File: src/hdl/icst_pkg.sv
// icst_pkg: shared constants, state encoding and controller/datapath bundles
// for the inversion counter segment tree core; no dependencies
`timescale 1ns / 1ps

package icst_pkg;

  // default sizing of the tree
  localparam int VALUES_DEF     = 1024;
  localparam int COUNT_BITS_DEF = 16;

  // fixed field widths of the transaction ports
  localparam int VALUE_W = 10;
  localparam int SMALL_W = 16;
  localparam int TOTAL_W = 31;

  // operation codes
  localparam logic OP_INSERT = 1'b0;
  localparam logic OP_CLEAR  = 1'b1;

  // controller states
  typedef enum logic [3:0] {
    ST_INIT,
    ST_IDLE,
    ST_WIPE,
    ST_REJ,
    ST_LEAF_RD,
    ST_LEAF_WR,
    ST_UP,
    ST_QRY,
    ST_FIN
  } state_t;

  // commands from controller to datapath
  typedef struct packed {
    logic load;
    logic wipe_init;
    logic clr_step;
    logic leaf_rd;
    logic leaf_wr;
    logic up_step;
    logic qry_step;
    logic emit_ins;
    logic emit_rej;
    logic emit_zero;
  } cmd_t;

  // status from datapath to controller
  typedef struct packed {
    logic full;
    logic clr_last;
    logic up_last;
    logic q_more;
  } stat_t;

endpackage

File: src/hdl/icst_ctrl.sv
// icst_ctrl: sequencing state machine for the inversion counter core
// depends on icst_pkg
`timescale 1ns / 1ps

module icst_ctrl (
  input  logic            clk,
  input  logic            rst,
  input  logic            start,
  input  logic            op,
  input  icst_pkg::stat_t stat,
  output icst_pkg::cmd_t  cmd,
  output logic            busy
);
  import icst_pkg::*;

  state_t state;
  state_t state_next;

  // state register, reset starts the clearing pass
  always_ff @(posedge clk) begin
    if (rst) begin
      state <= ST_INIT;
    end else begin
      state <= state_next;
    end
  end

  // next state and commands
  always_comb begin
    cmd        = '0;
    busy       = 1'b1;
    state_next = state;
    case (state)
      ST_INIT: begin
        cmd.clr_step = 1'b1;
        if (stat.clr_last) begin
          state_next = ST_IDLE;
        end
      end
      ST_IDLE: begin
        busy = 1'b0;
        if (start) begin
          cmd.load = 1'b1;
          if (op == OP_CLEAR) begin
            cmd.wipe_init = 1'b1;
            state_next    = ST_WIPE;
          end else if (stat.full) begin
            state_next = ST_REJ;
          end else begin
            state_next = ST_LEAF_RD;
          end
        end
      end
      ST_WIPE: begin
        cmd.clr_step = 1'b1;
        if (stat.clr_last) begin
          cmd.emit_zero = 1'b1;
          state_next    = ST_IDLE;
        end
      end
      ST_REJ: begin
        cmd.emit_rej = 1'b1;
        state_next   = ST_IDLE;
      end
      ST_LEAF_RD: begin
        cmd.leaf_rd = 1'b1;
        state_next  = ST_LEAF_WR;
      end
      ST_LEAF_WR: begin
        cmd.leaf_wr = 1'b1;
        state_next  = ST_UP;
      end
      ST_UP: begin
        cmd.up_step = 1'b1;
        if (stat.up_last) begin
          state_next = ST_QRY;
        end
      end
      ST_QRY: begin
        cmd.qry_step = 1'b1;
        if (!stat.q_more) begin
          state_next = ST_FIN;
        end
      end
      ST_FIN: begin
        cmd.emit_ins = 1'b1;
        state_next   = ST_IDLE;
      end
      default: begin
        state_next = ST_IDLE;
      end
    endcase
  end

endmodule

File: config.mk
export PLATFORM = sky130hd
export DESIGN_NAME = icst_ctrl
export DESIGN_NICKNAME = d
export VERILOG_FILES = /design/src/hdl/icst_pkg.sv /design/src/hdl/icst_ctrl.sv
export SDC_FILE = /design/constraint.sdc
export NUM_CORES = 1
export LEC_CHECK = 0
export BUFFER_PORTS_ARGS = -buffer_cell sky130_fd_sc_hd__buf_2
export CORE_AREA = 5 5 42 44
export DETAILED_ROUTE_END_ITERATION = 6
export DIE_AREA = 0 0 47 49
export PLACE_DENSITY_LB_ADDON = 0.05
export RECOVER_POWER = 100
export SETUP_SLACK_MARGIN = 0.4
export SLEW_MARGIN = 20
export SYNTH_ARGS = -nofsm -noshare
export SYNTH_HDL_FRONTEND = slang
export SYNTH_SLANG_ARGS = --single-unit
File: constraint.sdc
create_clock -name clk -period 1.5 [get_ports clk]
set_clock_uncertainty 0.2 [all_clocks]
set_input_delay 0.15 -clock clk [delete_from_list [all_inputs] [get_ports clk]]
set_output_delay 0.15 -clock clk [all_outputs]
set_load 0.02 [all_outputs]
==> results.rst <==
.. list-table::
   :header-rows: 1

   * - Metric
     - Value
   * - Layout Area Growth over Synthesis
     - 143%
   * - TritonCTS Buffers
     - 3
   * - Final period util
     - 113%
   * - Violations in the final reports
     - hold timing, setup timing
   * - CTS tree
     - yes
   * - Worst min-delay path class
     - in2reg
   * - Average footprint of a synthesized cell
     - 6.69 um^2
   * - Std-Cell Core Area
     - 0.00140 mm^2
   * - Transition time at the pin with the least slew margin
     - 0.299 ns
   * - Kind of launch point of the worst setup path
     - register
   * - Count of hold buffers inserted by post-cts repair
     - 1
   * - Static leakage
     - 0.336 nW
   * - Filler instances
     - 141
   * - Die Span X
     - 47 um
   * - Source-to-sink clock delay at the later pin of the worst-skew pair
     - 0.23 ns
   * - Router iterations before antenna repair
     - 4
   * - Critical Path Sink Type
     - output pin
   * - Maximum number of buffers from clock root to sink
     - 2
   * - Row cnt
     - 14
   * - Worst r2r src
     - state[0]
   * - Final setup slack of the worst path
     - -0.200 ns
   * - Netlist area before placement
     - 328 um^2
   * - Flip-flop and latch count after synthesis
     - 4
   * - Hold-critical path depth
     - 2
   * - Vias
     - 505
   * - # setup viols final
     - 9
   * - Power per standard cell area
     - 727 mW/mm^2
   * - # port buffers
     - 18
   * - Post-route ant nets
     - 0
   * - Routability cong.
     - 0.700
   * - Timing-limited maximum frequency
     - 0.588 GHz
   * - Total routing usage reported by global routing
     - 13.0%
   * - Capture point of the worst reg-to-reg path
     - state[1]
   * - Largest regs
     - state (4)
   * - Wire per inst
     - 14.4 um
   * - Cell area after placement
     - 510 um^2
   * - Number of instances in the synthesized netlist
     - 49
   * - Total Die Area
     - 0.00230 mm^2
   * - Total gr overflow
     - 0
   * - Number of global-route vias before repair
     - 512
   * - Maximum ir drop on the vdd rail
     - 0.000339 V
   * - Die H
     - 49 um
   * - Max-cap violations
     - 0
   * - Total length of routed wires
     - 1470 um
   * - Number of DRC markers after the initial detailed-route iteration
     - 7
   * - Setup Crit Path Kind
     - reg2out
   * - End of the worst hold path
     - state[3]
   * - Nets@finish
     - 96
   * - Pin count of the biggest net entering global routing
     - 10
   * - RSZ-0062 raised after global routing
     - true
   * - Max-slew violation count
     - 0
   * - Via-per-instance ratio
     - 4.95
   * - Most flop-heavy register
     - state
   * - CP required
     - 1.15 ns
   * - Depth of the most critical reg-to-reg path
     - 4
   * - Number of antenna diodes
     - 0
   * - Number of nets in the synthesized netlist
     - 57
   * - Placed wire-length estimate after detailed placement
     - 861 um
   * - Number of H-tree branching levels
     - 1
   * - Number of cells in the finished layout apart from fillers
     - 102
   * - Maximum fanout along the worst path
     - 2
   * - First-pass GRT wire length
     - 2150 um
   * - Max-slew headroom
     - 80.1%
   * - Number of warning messages in the yosys log
     - 0
   * - Register-to-register setup slack
     - -0.02 ns
   * - Count of unique library cells instantiated by Yosys
     - 21
   * - Hold Vio Cnt, Final
     - 1
   * - Flip-flop cell with the highest count after synthesis
     - dfxtp_1
   * - Crit path arrival time
     - 1.35 ns
   * - Hold Slack
     - -0.0926 ns
   * - Flip-flop count of the largest register after layout
     - 4
   * - Cell chosen for the clock root
     - clkbuf_4
   * - Num ports
     - 19
   * - Placed Cells incl. Taps
     - 87
   * - Portion of the post-synthesis area used by sequential elements
     - 24.4%
   * - Final critical-path required period
     - 1.70 ns
   * - Antenna violations before repair
     - 0
   * - Final design area excluding fillers
     - 796 um^2
   * - Source of the worst hold timing path
     - stat[0]
   * - Clock tree sinks
     - 4
   * - Fraction of registers with async set/reset
     - 0%
   * - Post-Place Setup Slack
     - -0.0110 ns
   * - Post-route DRC violation count
     - 0
   * - Starting density of the core
     - 23.4%
   * - Clock slew seen by the registers of the worst setup and hold paths
     - 0.04 ns
   * - Result of the run
     - finished with violations
   * - Launch point of the critical path
     - state[3]
   * - Proportion of layout cells with a drive suffix above 1
     - 73.3%
   * - Number of enable flip-flop cells after synthesis
     - 0
   * - Overall Power
     - 0.000579 W
report_power, final:
part	switching, W	internal [W]
registers	0.0000103	0.000118
clock network	0.0000388	0.0000891
logic	0.000157	0.000166
critical path: stages, from the launching register on:
cell and delay (ns):
dfxtp_2 0.31, nand2b_4 0.13, or3_4 0.34, nor2_4 0.09, and2_4 0.14, buf_6 0.10
metrics by stage:
| step | setup TNS [ns] | util (%) |
|---|---|---|
| 3_3_place_gp | -0.0103 | 36.4 |
| 6_report | -0.843 | 56.8 |
| 4_1_cts | -0.670 | 52.5 |
| 2_1_floorplan | -0.159 | - |
| 5_1_grt | -1.41 | 56.8 |
| 3_5_place_dp | -0.0144 | 36.4 |
per-layer routing:
metal / vias up / wire length (um) / share of wire [%] / global-route usage, %
met5: - / 0 / 0 / 0
met4: 0 / 0 / 0 / 5.53
met3: 0 / 40 / 2.7 / 2.21
met2: 10 / 865 / 59 / 24.2
met1: 247 / 560 / 38 / 13.1
li1: 248 / - / - / -
placed cells by master, fill, tap and decap left out, drive strengths merged, types with 2 or more instances in the layout:
master,n
a211o,2
a21oi,4
buf,36
clkbuf,3
dfxtp,4
inv,2
nand2,4
nand2b,4
nor2,7
nor3,6
nor3b,2
o21ai,2
logic make-up after synthesis:
| kind of cell | after synthesis | share of synthesized area (%) |
|---|---|---|
| AO/OA/AOI/OAI | 10 | 19.1 |
| flip-flops | 4 | 24.4 |
| AND/OR/NAND/NOR | 30 | 48.5 |
| buffers and inverters | 5 | 8.02 |
worst max-delay path by stage:
stage / end
3_3_place_gp: state[1]
4_1_cts: cmd[8]
6_report: cmd[8]
3_5_place_dp: state[1]
5_1_grt: cmd[8]
2_1_floorplan: cmd[8]
synthesized netlist by cell type, types with 2 or more instances:
cell type  number  share of area (%)
a211o_1         2                5.3
a21oi_1         4                6.1
clkbuf_1        2                2.3
dfxtp_1         4                 24
inv_1           2                2.3
nand2_1         4                4.6
nand2b_1        4                7.6
nor2_1          7                8.0
nor3_1          6                9.2
nor3b_1         2                4.6
o21ai_0         2                3.1
area by class of cell:
type / count / area, um^2 / area share (%)
sequential: 4 / 87.6 / 11.0
clock buffer: 3 / 22.5 / 2.83
multi-input combinational: 40 / 345 / 43.4
tap: 16 / 20.0 / 2.52
inverter: 2 / 10.0 / 1.26
timing repair buffer: 37 / 310 / 39.0
repair_timing:
| item | CTS | global route |
|---|---|---|
| setup buffers | 9 | 2 |
| endpoints found under the hold margin | 2 | 1 |
| gates resized for setup | 39 | 12 |
| pin swaps | 6 | 5 |
| setup endpoints to repair | 15 | 15 |
No activity file was read; power rests on OpenSTA's default activity.
